<file path="config.mk">
export PLATFORM = sky130hd
export DESIGN_NAME = median_mean_apogee_detector_flat
export DESIGN_NICKNAME = d
export VERILOG_FILES = /design/src/sv/mmad_pkg.sv /design/src/sv/mmad_if.sv /design/src/sv/median_mean_apogee_detector.sv /design/src/sv/mmad_cell.sv /design/src/sv/mmad_filter.sv /design/src/flat_wrapper.sv
export SDC_FILE = /design/constraint.sdc
export NUM_CORES = 2
export LEC_CHECK = 0
export ABC_AREA = 1
export BUFFER_PORTS_ARGS = -buffer_cell sky130_fd_sc_hd__buf_2
export CAP_MARGIN = 20
export CELL_PAD_IN_SITES_DETAIL_PLACEMENT = 1
export CELL_PAD_IN_SITES_GLOBAL_PLACEMENT = 1
export CORE_ASPECT_RATIO = 1.2
export CORE_MARGIN = 2
export CORE_UTILIZATION = 40
export CTS_BUF_LIST = sky130_fd_sc_hd__clkbuf_16
export DETAILED_ROUTE_END_ITERATION = 7
export HOLD_SLACK_MARGIN = 0.15
export PLACE_DENSITY_LB_ADDON = 0.15
export SETUP_SLACK_MARGIN = 0.15
export SYNTH_ARGS = -nofsm -noshare
export SYNTH_HDL_FRONTEND = slang
export SYNTH_HIERARCHICAL = 1
export SYNTH_SLANG_ARGS = --single-unit
</file>
<file path="constraint.sdc">
create_clock -name clk -period 9.1 [get_ports clk]
set_clock_uncertainty 0.15 [all_clocks]
set_input_delay 0.455 -clock clk [delete_from_list [all_inputs] [get_ports clk]]
set_output_delay 0.455 -clock clk [all_outputs]
set_load 0.01 [all_outputs]
</file>
<file path="src/sv/mmad_pkg.sv">
// ----------------------------------------------------------------------------
// mmad_pkg
// Shared widths, reset values, register codes and types of the median/mean
// apogee detector.
// ----------------------------------------------------------------------------
package mmad_pkg;

    localparam int ALT_W   = 24;
    localparam int ACC_W   = 16;
    localparam int VEL_W   = 48;
    localparam int THR_W   = 4;
    localparam int GAIN_W  = 16;
    localparam int VOTE_W  = 4;
    localparam int CFG_A_W = 1;

    localparam int SAMPLES_PER_POINT = 9;
    localparam int CHAIN_CELLS       = SAMPLES_PER_POINT - 1;
    localparam int CNT_W             = $clog2(SAMPLES_PER_POINT);

    localparam int POINTS_PER_WINDOW_DEF = 10;

    localparam logic [THR_W-1:0]  THR_RESET  = 4'd7;
    localparam logic [GAIN_W-1:0] GAIN_RESET = 16'd10000;
    localparam logic [VOTE_W-1:0] VOTE_MAX   = 4'd15;

    typedef enum logic [CFG_A_W-1:0] {
        REG_THRESHOLD = 1'b0,
        REG_GAIN      = 1'b1
    } cfg_reg_t;

    typedef struct packed {
        logic signed [ALT_W-1:0] alt;
        logic signed [ACC_W-1:0] acc;
    } sample_t;

    typedef struct packed {
        logic sum_en;
        logic prod_en;
        logic quot_en;
    } filt_en_t;

endpackage

</file>
<file path="src/sv/mmad_if.sv">
// ----------------------------------------------------------------------------
// mmad_if
// Request channels of the apogee detector: raw sample pairs in, filtered
// points with vote status out.
// ----------------------------------------------------------------------------
interface mmad_in_if import mmad_pkg::*; ();

    logic                    valid;
    logic                    ready;
    logic signed [ALT_W-1:0] altitude_sample;
    logic signed [ACC_W-1:0] accel_sample;

    modport source (output valid, output altitude_sample, output accel_sample,
                    input ready);
    modport sink   (input valid, input altitude_sample, input accel_sample,
                    output ready);

endinterface

interface mmad_out_if import mmad_pkg::*; ();

    logic                     valid;
    logic                     ready;
    logic signed [ALT_W-1:0]  filtered_altitude;
    logic signed [ACC_W-1:0]  filtered_accel;
    logic signed [VEL_W-1:0]  velocity;
    logic                     window_done;
    logic                     deploy;
    logic        [VOTE_W-1:0] descent_votes;
    logic        [VOTE_W-1:0] negative_votes;

    modport source (output valid, output filtered_altitude, output filtered_accel,
                    output velocity, output window_done, output deploy,
                    output descent_votes, output negative_votes, input ready);
    modport sink   (input valid, input filtered_altitude, input filtered_accel,
                    input velocity, input window_done, input deploy,
                    input descent_votes, input negative_votes, output ready);

endinterface

</file>
<file path="src/sv/median_mean_apogee_detector.sv">
// A point enters the pipeline on the edge that takes its ninth sample.
// Throughput: one sample per cycle while ready is high; one point per nine samples.
// Points run through a five-stage elastic pipeline (median sum, reciprocal
// multiply, quotient, gain multiply, velocity and votes); ready drops only on
// a ninth sample while that pipeline is full and stalled.
// Reset clears counters, velocity and votes, and loads threshold 7, gain 10000.
// ----------------------------------------------------------------------------
// median_mean_apogee_detector
// Sample chain, median/mean filters, saturating velocity integral and windowed
// descent voting.
// ----------------------------------------------------------------------------
module median_mean_apogee_detector import mmad_pkg::*;
#(
    parameter int POINTS_PER_WINDOW = POINTS_PER_WINDOW_DEF
)
(
    input  logic                clk,
    input  logic                rst_n,
    input  logic                cfg_wen,
    input  logic [CFG_A_W-1:0]  cfg_addr,
    input  logic [GAIN_W-1:0]   cfg_wdata,
    mmad_in_if.sink             samples,
    mmad_out_if.source          points
);

    localparam int PIDX_W   = $clog2(POINTS_PER_WINDOW);
    localparam int STAGES   = 5;
    localparam int AREA_PW  = 2 * (ACC_W + 1);
    localparam logic [CNT_W-1:0]  LAST_SAMPLE = CNT_W'(SAMPLES_PER_POINT - 1);
    localparam logic [PIDX_W-1:0] LAST_POINT  = PIDX_W'(POINTS_PER_WINDOW - 1);
    localparam logic signed [VEL_W-1:0] VEL_MAX = {1'b0, {(VEL_W-1){1'b1}}};
    localparam logic signed [VEL_W-1:0] VEL_MIN = {1'b1, {(VEL_W-1){1'b0}}};

    logic [THR_W-1:0]  thr_reg;
    logic [GAIN_W-1:0] gain_reg;

    always_ff @(posedge clk or negedge rst_n)
    begin
        if (!rst_n)
        begin
            thr_reg  <= THR_RESET;
            gain_reg <= GAIN_RESET;
        end
        else if (cfg_wen)
        begin
            case (cfg_reg_t'(cfg_addr))
                REG_THRESHOLD: thr_reg  <= cfg_wdata[THR_W-1:0];
                REG_GAIN:      gain_reg <= cfg_wdata;
                default:       ;
            endcase
        end
    end

    // pipeline control
    logic [STAGES-1:0] vld_reg;
    logic [STAGES-1:0] vld_next;
    logic [STAGES-1:0] rdy;
    logic [STAGES-1:0] load;
    logic [CNT_W-1:0]  cnt_reg;
    logic [CNT_W-1:0]  cnt_next;
    logic              in_acc;
    logic              last_sample;

    assign last_sample   = (cnt_reg == LAST_SAMPLE);
    assign samples.ready = !last_sample || rdy[0];
    assign in_acc        = samples.valid && samples.ready;

    always_comb
    begin
        rdy[STAGES-1] = !vld_reg[STAGES-1] || points.ready;
        for (int k = STAGES - 2; k >= 0; k--)
        begin
            rdy[k] = !vld_reg[k] || rdy[k+1];
        end
        load[0] = in_acc && last_sample;
        for (int k = 1; k < STAGES; k++)
        begin
            load[k] = vld_reg[k-1] && rdy[k];
        end
        for (int k = 0; k < STAGES; k++)
        begin
            vld_next[k] = load[k] || (vld_reg[k] && !rdy[k]);
        end
        cnt_next = cnt_reg;
        if (in_acc)
        begin
            cnt_next = last_sample ? '0 : cnt_reg + CNT_W'(1);
        end
    end

    always_ff @(posedge clk or negedge rst_n)
    begin
        if (!rst_n)
        begin
            vld_reg <= '0;
            cnt_reg <= '0;
        end
        else
        begin
            vld_reg <= vld_next;
            cnt_reg <= cnt_next;
        end
    end

    // sample chain
    sample_t cell_q [CHAIN_CELLS];
    sample_t head;

    assign head.alt = samples.altitude_sample;
    assign head.acc = samples.accel_sample;

    genvar gi;
    generate
        for (gi = 0; gi < CHAIN_CELLS; gi++)
        begin : g_chain
            mmad_cell u_cell (
                .clk   (clk),
                .shift (in_acc),
                .d     ((gi == 0) ? head : cell_q[(gi == 0) ? 0 : gi - 1]),
                .q     (cell_q[gi])
            );
        end
    endgenerate

    logic signed [ALT_W-1:0] alt_taps [SAMPLES_PER_POINT];
    logic signed [ACC_W-1:0] acc_taps [SAMPLES_PER_POINT];

    always_comb
    begin
        alt_taps[0] = head.alt;
        acc_taps[0] = head.acc;
        for (int k = 0; k < CHAIN_CELLS; k++)
        begin
            alt_taps[k+1] = cell_q[k].alt;
            acc_taps[k+1] = cell_q[k].acc;
        end
    end

    filt_en_t                filt_en;
    logic signed [ALT_W-1:0] falt;
    logic signed [ACC_W-1:0] facc;

    assign filt_en.sum_en  = load[0];
    assign filt_en.prod_en = load[1];
    assign filt_en.quot_en = load[2];

    mmad_filter #(.W(ALT_W)) u_alt_filter (
        .clk  (clk),
        .en   (filt_en),
        .taps (alt_taps),
        .mean (falt)
    );

    mmad_filter #(.W(ACC_W)) u_acc_filter (
        .clk  (clk),
        .en   (filt_en),
        .taps (acc_taps),
        .mean (facc)
    );

    // gain multiply
    logic signed [ACC_W:0]     pair_sum;
    logic signed [GAIN_W:0]    gain_s;
    logic signed [AREA_PW-1:0] gprod_next;
    logic signed [AREA_PW-1:0] gprod_reg;
    logic signed [ALT_W-1:0]   falt4_reg;
    logic signed [ACC_W-1:0]   facc4_reg;
    logic signed [ACC_W-1:0]   prev_facc_reg;

    always_comb
    begin
        pair_sum   = {facc[ACC_W-1], facc} + {prev_facc_reg[ACC_W-1], prev_facc_reg};
        gain_s     = $signed({1'b0, gain_reg});
        gprod_next = AREA_PW'(pair_sum) * AREA_PW'(gain_s);
    end

    always_ff @(posedge clk)
    begin
        if (load[3])
        begin
            gprod_reg <= gprod_next;
            falt4_reg <= falt;
            facc4_reg <= facc;
        end
    end

    always_ff @(posedge clk or negedge rst_n)
    begin
        if (!rst_n)
        begin
            prev_facc_reg <= '0;
        end
        else if (load[3])
        begin
            prev_facc_reg <= facc;
        end
    end

    // velocity and votes
    logic signed [AREA_PW-1:0] area_rnd;
    logic signed [AREA_PW-1:0] area;
    logic signed [VEL_W:0]     vsum;
    logic signed [VEL_W-1:0]   vel_next;
    logic signed [VEL_W-1:0]   vel_reg;
    logic signed [ALT_W-1:0]   prev_falt_reg;
    logic [PIDX_W-1:0]         pidx_reg;
    logic [PIDX_W-1:0]         pidx_next;
    logic [VOTE_W-1:0]         desc_reg;
    logic [VOTE_W-1:0]         neg_reg;
    logic [VOTE_W-1:0]         desc_vote;
    logic [VOTE_W-1:0]         neg_vote;
    logic [VOTE_W-1:0]         desc_next;
    logic [VOTE_W-1:0]         neg_next;
    logic                      done;
    logic                      deploy_next;

    always_comb
    begin
        area_rnd = gprod_reg + $signed({{(AREA_PW-1){1'b0}}, gprod_reg[AREA_PW-1]});
        area     = area_rnd >>> 1;
        vsum     = {vel_reg[VEL_W-1], vel_reg} + (VEL_W+1)'(area);
        if (vsum[VEL_W] != vsum[VEL_W-1])
        begin
            vel_next = vsum[VEL_W] ? VEL_MIN : VEL_MAX;
        end
        else
        begin
            vel_next = vsum[VEL_W-1:0];
        end
    end

    always_comb
    begin
        desc_vote = desc_reg;
        neg_vote  = neg_reg;
        if (pidx_reg != '0)
        begin
            if ((prev_falt_reg > falt4_reg) && (desc_reg < VOTE_MAX))
            begin
                desc_vote = desc_reg + VOTE_W'(1);
            end
            if (vel_next[VEL_W-1] && (neg_reg < VOTE_MAX))
            begin
                neg_vote = neg_reg + VOTE_W'(1);
            end
        end
        done        = (pidx_reg == LAST_POINT);
        deploy_next = done && (desc_vote >= thr_reg) && (neg_vote >= thr_reg);
        pidx_next   = done ? '0 : pidx_reg + PIDX_W'(1);
        desc_next   = done ? '0 : desc_vote;
        neg_next    = done ? '0 : neg_vote;
    end

    always_ff @(posedge clk or negedge rst_n)
    begin
        if (!rst_n)
        begin
            vel_reg  <= '0;
            pidx_reg <= '0;
            desc_reg <= '0;
            neg_reg  <= '0;
        end
        else if (load[4])
        begin
            vel_reg  <= vel_next;
            pidx_reg <= pidx_next;
            desc_reg <= desc_next;
            neg_reg  <= neg_next;
        end
    end

    logic signed [ALT_W-1:0] o_falt_reg;
    logic signed [ACC_W-1:0] o_facc_reg;
    logic signed [VEL_W-1:0] o_vel_reg;
    logic                    o_done_reg;
    logic                    o_deploy_reg;
    logic [VOTE_W-1:0]       o_desc_reg;
    logic [VOTE_W-1:0]       o_neg_reg;

    always_ff @(posedge clk)
    begin
        if (load[4])
        begin
            prev_falt_reg <= falt4_reg;
            o_falt_reg    <= falt4_reg;
            o_facc_reg    <= facc4_reg;
            o_vel_reg     <= vel_next;
            o_done_reg    <= done;
            o_deploy_reg  <= deploy_next;
            o_desc_reg    <= desc_vote;
            o_neg_reg     <= neg_vote;
        end
    end

    assign points.valid             = vld_reg[STAGES-1];
    assign points.filtered_altitude = o_falt_reg;
    assign points.filtered_accel    = o_facc_reg;
    assign points.velocity          = o_vel_reg;
    assign points.window_done       = o_done_reg;
    assign points.deploy            = o_deploy_reg;
    assign points.descent_votes     = o_desc_reg;
    assign points.negative_votes    = o_neg_reg;

    a_deploy_at_end: assert property (@(posedge clk) disable iff (!rst_n)
        points.valid && points.deploy |-> points.window_done)
        else $error("deploy outside window end");

    a_stall_on_point: assert property (@(posedge clk) disable iff (!rst_n)
        !samples.ready |-> (cnt_reg == LAST_SAMPLE) && vld_reg[0] && !rdy[0])
        else $error("input stalled without a blocked point");

    a_cnt_range: assert property (@(posedge clk) disable iff (!rst_n)
        cnt_reg <= LAST_SAMPLE)
        else $error("sample counter out of range");

    a_pidx_range: assert property (@(posedge clk) disable iff (!rst_n)
        pidx_reg <= LAST_POINT)
        else $error("point index out of range");

endmodule

</file>
<file path="src/sv/mmad_cell.sv">
// ----------------------------------------------------------------------------
// mmad_cell
// One cell of the sample chain: holds an altitude/acceleration pair and
// passes it to the next cell on every accepted request.
// ----------------------------------------------------------------------------
module mmad_cell import mmad_pkg::*;
(
    input  logic    clk,
    input  logic    shift,
    input  sample_t d,
    output sample_t q
);

    sample_t data_reg;

    always_ff @(posedge clk)
    begin
        if (shift)
        begin
            data_reg <= d;
        end
    end

    assign q = data_reg;

endmodule

</file>
<file path="src/sv/mmad_filter.sv">
// ----------------------------------------------------------------------------
// mmad_filter
// Median-of-triples then mean-of-three filter for one channel, three stages:
// median sum, reciprocal multiply, signed quotient.
// ----------------------------------------------------------------------------
module mmad_filter import mmad_pkg::*;
#(
    parameter int W = ALT_W
)
(
    input  logic                clk,
    input  filt_en_t            en,
    input  logic signed [W-1:0] taps [SAMPLES_PER_POINT],
    output logic signed [W-1:0] mean
);

    localparam int SW = W + 2;
    localparam int MW = W + 1;
    localparam int N  = W + 3;
    localparam int RW = N - 1;
    localparam int PW = MW + RW;
    localparam logic [RW-1:0] RECIP = RW'(((64'd1 << N) + 64'd2) / 64'd3);

    function automatic logic signed [W-1:0] med3(input logic signed [W-1:0] a,
                                                 input logic signed [W-1:0] b,
                                                 input logic signed [W-1:0] c);
        logic signed [W-1:0] lo;
        logic signed [W-1:0] hi;
        logic signed [W-1:0] mid;
        lo  = (a < b) ? a : b;
        hi  = (a < b) ? b : a;
        mid = (hi < c) ? hi : c;
        return (lo > mid) ? lo : mid;
    endfunction

    function automatic logic signed [SW-1:0] sx(input logic signed [W-1:0] v);
        return {{2{v[W-1]}}, v};
    endfunction

    logic signed [SW-1:0] sum_reg;
    logic signed [SW-1:0] sum_next;
    logic        [SW-1:0] mag_full;
    logic        [MW-1:0] mag;
    logic        [PW-1:0] prod_reg;
    logic        [PW-1:0] prod_next;
    logic                 neg_reg;
    logic        [W-1:0]  quo;
    logic signed [W-1:0]  mean_reg;
    logic signed [W-1:0]  mean_next;

    always_comb
    begin
        sum_next = sx(med3(taps[0], taps[1], taps[2]))
                 + sx(med3(taps[3], taps[4], taps[5]))
                 + sx(med3(taps[6], taps[7], taps[8]));
    end

    always_comb
    begin
        mag_full  = sum_reg[SW-1] ? (~sum_reg + SW'(1)) : sum_reg;
        mag       = mag_full[MW-1:0];
        prod_next = PW'(mag) * PW'(RECIP);
    end

    always_comb
    begin
        quo       = prod_reg[PW-1:N];
        mean_next = neg_reg ? $signed(~quo + W'(1)) : $signed(quo);
    end

    always_ff @(posedge clk)
    begin
        if (en.sum_en)
        begin
            sum_reg <= sum_next;
        end
        if (en.prod_en)
        begin
            prod_reg <= prod_next;
            neg_reg  <= sum_reg[SW-1];
        end
        if (en.quot_en)
        begin
            mean_reg <= mean_next;
        end
    end

    assign mean = mean_reg;

endmodule
</file>
<file path="src/flat_wrapper.sv">
// flat-port wrapper written by rule: the top's interface ports become plain ports
module median_mean_apogee_detector_flat import mmad_pkg::*;
#(
    parameter int POINTS_PER_WINDOW = POINTS_PER_WINDOW_DEF
)
  (clk, rst_n, cfg_wen, cfg_addr, cfg_wdata, samples_valid, samples_altitude_sample, samples_accel_sample, samples_ready, points_valid, points_filtered_altitude, points_filtered_accel, points_velocity, points_window_done, points_deploy, points_descent_votes, points_negative_votes, points_ready);
  mmad_in_if samples_i ();
  mmad_out_if points_i ();
  input  logic clk;
  input  logic rst_n;
  input  logic cfg_wen;
  input  logic [CFG_A_W-1:0] cfg_addr;
  input  logic [GAIN_W-1:0] cfg_wdata;
  input wire logic [$bits(samples_i.valid)-1:0] samples_valid;
  input wire logic [$bits(samples_i.altitude_sample)-1:0] samples_altitude_sample;
  input wire logic [$bits(samples_i.accel_sample)-1:0] samples_accel_sample;
  output wire logic [$bits(samples_i.ready)-1:0] samples_ready;
  output wire logic [$bits(points_i.valid)-1:0] points_valid;
  output wire logic [$bits(points_i.filtered_altitude)-1:0] points_filtered_altitude;
  output wire logic [$bits(points_i.filtered_accel)-1:0] points_filtered_accel;
  output wire logic [$bits(points_i.velocity)-1:0] points_velocity;
  output wire logic [$bits(points_i.window_done)-1:0] points_window_done;
  output wire logic [$bits(points_i.deploy)-1:0] points_deploy;
  output wire logic [$bits(points_i.descent_votes)-1:0] points_descent_votes;
  output wire logic [$bits(points_i.negative_votes)-1:0] points_negative_votes;
  input wire logic [$bits(points_i.ready)-1:0] points_ready;
  assign samples_i.valid = samples_valid;
  assign samples_i.altitude_sample = samples_altitude_sample;
  assign samples_i.accel_sample = samples_accel_sample;
  assign samples_ready = samples_i.ready;
  assign points_valid = points_i.valid;
  assign points_filtered_altitude = points_i.filtered_altitude;
  assign points_filtered_accel = points_i.filtered_accel;
  assign points_velocity = points_i.velocity;
  assign points_window_done = points_i.window_done;
  assign points_deploy = points_i.deploy;
  assign points_descent_votes = points_i.descent_votes;
  assign points_negative_votes = points_i.negative_votes;
  assign points_i.ready = points_ready;
  median_mean_apogee_detector #(.POINTS_PER_WINDOW(POINTS_PER_WINDOW)) u_core (.clk(clk), .rst_n(rst_n), .cfg_wen(cfg_wen), .cfg_addr(cfg_addr), .cfg_wdata(cfg_wdata), .samples(samples_i), .points(points_i));
endmodule
</file>
==> flow_summary.json <==
{
  "run_status": "finished, final reports clean",
  "num_rows": 173,
  "synth-edff-count": 618,
  "grt_use_total_pct": 24.4,
  "clk_latency_ns": 0.74,
  "area_delta_synth_final_pct": 17.9,
  "ios": 162,
  "synth_cell_types": 71,
  "grt_pass1_wl_mm": 364,
  "worstMarginPinSlew_ns": 1.16,
  "vias": 61164,
  "async_flop_share_pct": 14.5,
  "finalMaxSlewViolations": 0,
  "die_h_microns": 476,
  "layout_commonest_cell": "nand2_1",
  "setup_violations": 0,
  "post-route-period-util_pct": 95.4,
  "setup_tns_ns": 0,
  "drc": 0,
  "endpoint_kind": "flop",
  "worstSetupStartpointType": "flop",
  "hold_slack_ns": 0.209,
  "synthMuxAreaShare_pct": 0.0151,
  "cp.required_ns": 9.43,
  "path_common_cell": "nand2_2",
  "synth_compound_area_share_pct": 7.21,
  "cp_max_fo": 6,
  "drt_iter0_drc": 2442,
  "synthesis.area_sq_um": 74300,
  "die_area_sq_um": 189000,
  "overflow": 0,
  "synthFlopType": "edfxtp_1",
  "fmax_ghz": 0.115,
  "relSlewSlack_pct": 22.2,
  "io_buffers": 161,
  "finalWorstSetupSlack_ns": 0.417,
  "cts_tree": "yes",
  "largest_register_ffs": 320,
  "firstDrtPassIters": 5,
  "drive_above_1_share_pct": 15.9,
  "ctsRootBufferMaster": "clkbuf_16",
  "clk_pin_slew_ns": 0.06,
  "final_cell_mix": "1720 x nand2_1, 1660 x inv_1, 846 x ha_1, 618 x edfxtp_1, 569 x fa_1",
  "period_needed_ns": 8.68,
  "hp-class": "primary input to asynchronous set/reset pin",
  "initial_utilization_pct": 40.2,
  "dpl.hpwl_mm": 193,
  "synth_top_family_by_area": "adder cells",
  "htreeDepth": 3,
  "hold_violations": 0,
  "synth-seq-area-share_pct": 28.5,
  "crit_arrival_ns": 9.01,
  "syn_avg_cell_area_sq_um": 8.50,
  "die_w_microns": 398,
  "grt_start_max_net_pins": 161,
  "ys.warnings.count": 6,
  "syn_nets": 10281,
  "crit_slowest_cell": "fa_1",
  "ant_nets": 0,
  "synth_fa_ha_area_share_pct": 30.6,
  "cts_num_sinks": 723,
  "final_util_pct": 47.4,
  "slowest_delay_ns": 0.57,
  "grt_pass1_vias": 66454,
  "num-nets-final": 10961,
  "yosys.area_share.simple_pct": 20.9,
  "critPathKind": "flop to flop",
  "netlist_instances": 8746,
  "finalWirelength_mm": 236,
  "vias_per_cell": 5.12,
  "antenna_found_initial": 3,
  "rsz0062_at_grt": "yes",
  "clockBufferDepth": 3,
  "core_area_sq_um": 185000,
  "max_cap_violations": 0,
  "place_congestion": 0.917,
  "synth_xor_area_share_pct": 2.85,
  "wire_per_inst_microns": 19.8,
  "place_ws_ns": -0.221,
  "cts_buffers": 86,
  "synth_seq_cells": 723
}
==> synth_stat cells, types with 32 or more instances <==
library cell	number	area [sq um]
or2_2	105	657
clkbuf_1	110	413
nor2_1	470	1760
nor3_1	70	350
nand2_2	32	200
ha_1	901	11300
nand2_1	1815	6810
edfxtp_1	618	18600
nand3_1	583	2920
fa_1	572	11500
inv_1	1702	6390
a21oi_1	379	1900
xor2_1	169	1480
nand4_1	68	425
nand3_2	48	480
dfrtp_1	97	2430
o21ai_0	386	1930
xnor2_1	73	639
and2_1	108	676
nand2_4	46	518
==> stage by stage <==
| step | instances | cell area, sq um |
|---|---|---|
| after global routing | 11951 | 87700 |
| after CTS | 11817 | 84400 |
| after global placement | 11577 | 80400 |
| after floorplan | 8746 | 74300 |
| final | 11954 | 87700 |
| after detailed placement | 11577 | 80400 |
==> what timing repair did <==
| action | in CTS | in global routing |
|---|---|---|
| resized for setup | 56 | 523 |
| hold buffers | 66 | 0 |
| gates cloned | 1 | 8 |
| endpoints found under the setup margin | 15 | 48 |
| buffers inserted | 11 | 124 |
| pin swaps | 10 | 176 |
| hold endpoints to repair | 114 | 0 |
==> worst paths after layout <==
path,end,cells after the start,slack (ns),startpoint
max in group asynchronous,u_core/vel_reg[44],3,7.22,rst_n
worst max-delay path,u_core/u_alt_filter/sum_reg[22],57,0.42,u_core/g_chain[2].u_cell/q[36]
worst min-delay path,u_core/gain_reg[5],2,0.21,rst_n
worst min register to register,u_core/falt4_reg[10],0,0.23,u_core/u_alt_filter/mean[10]
min in group clk,u_core/falt4_reg[10],0,0.23,u_core/u_alt_filter/mean[10]
worst max register to register,u_core/u_alt_filter/sum_reg[22],57,0.42,u_core/g_chain[2].u_cell/q[36]
==> cells by family (layout without fill, tap and decap cells) <==
family                     count (synthesis)  after routing
AOI/OAI and AO/OA                        971            971
xor gates and xnor gates                 242            242
adders and majority gates               1473           1473
buffers and inverters                   1903           2656
DFF                                      723            723
muxes                                      1              1
other                                      0              4
and+or+nand+nor                         3433           3434
==> worst max-delay path, delay by kind of cell, from the launching register on <==
kind                     cells  cell delay, ns
AND/OR/NAND/NOR             38            4.09
buffers and inverters        8            1.11
adder cells (fa/ha/maj)      5            1.70
AO/OA/AOI/OAI                4            0.55
flip-flops                   1            0.47
XOR/XNOR                     2            0.30
==> area by class of cell <==
class | count | area, sq um
antenna | 4 | 10.0
clock buffer | 86 | 2150
clock inverter | 76 | 908
fill | 21738 | 97200
inverter | 1731 | 6520
multi-input combinational | 6121 | 47800
sequential | 723 | 21200
tap | 2450 | 3070
timing repair buffer | 762 | 6000
timing repair inverter | 1 | 6.26
==> routing by layer <==
| metal | track usage [%] | share of wire, % | wire [microns] |
|---|---|---|---|
| met5 | 0 | 0.0059 | 14 |
| met4 | 8.27 | 3.6 | 8570 |
| met3 | 2.33 | 2.7 | 6490 |
| met2 | 46.1 | 53 | 126000 |
| met1 | 28.5 | 40 | 95800 |
Power is not shown: default switching activity piles up to over one toggle a cycle in this logic, so the estimate is an artifact.
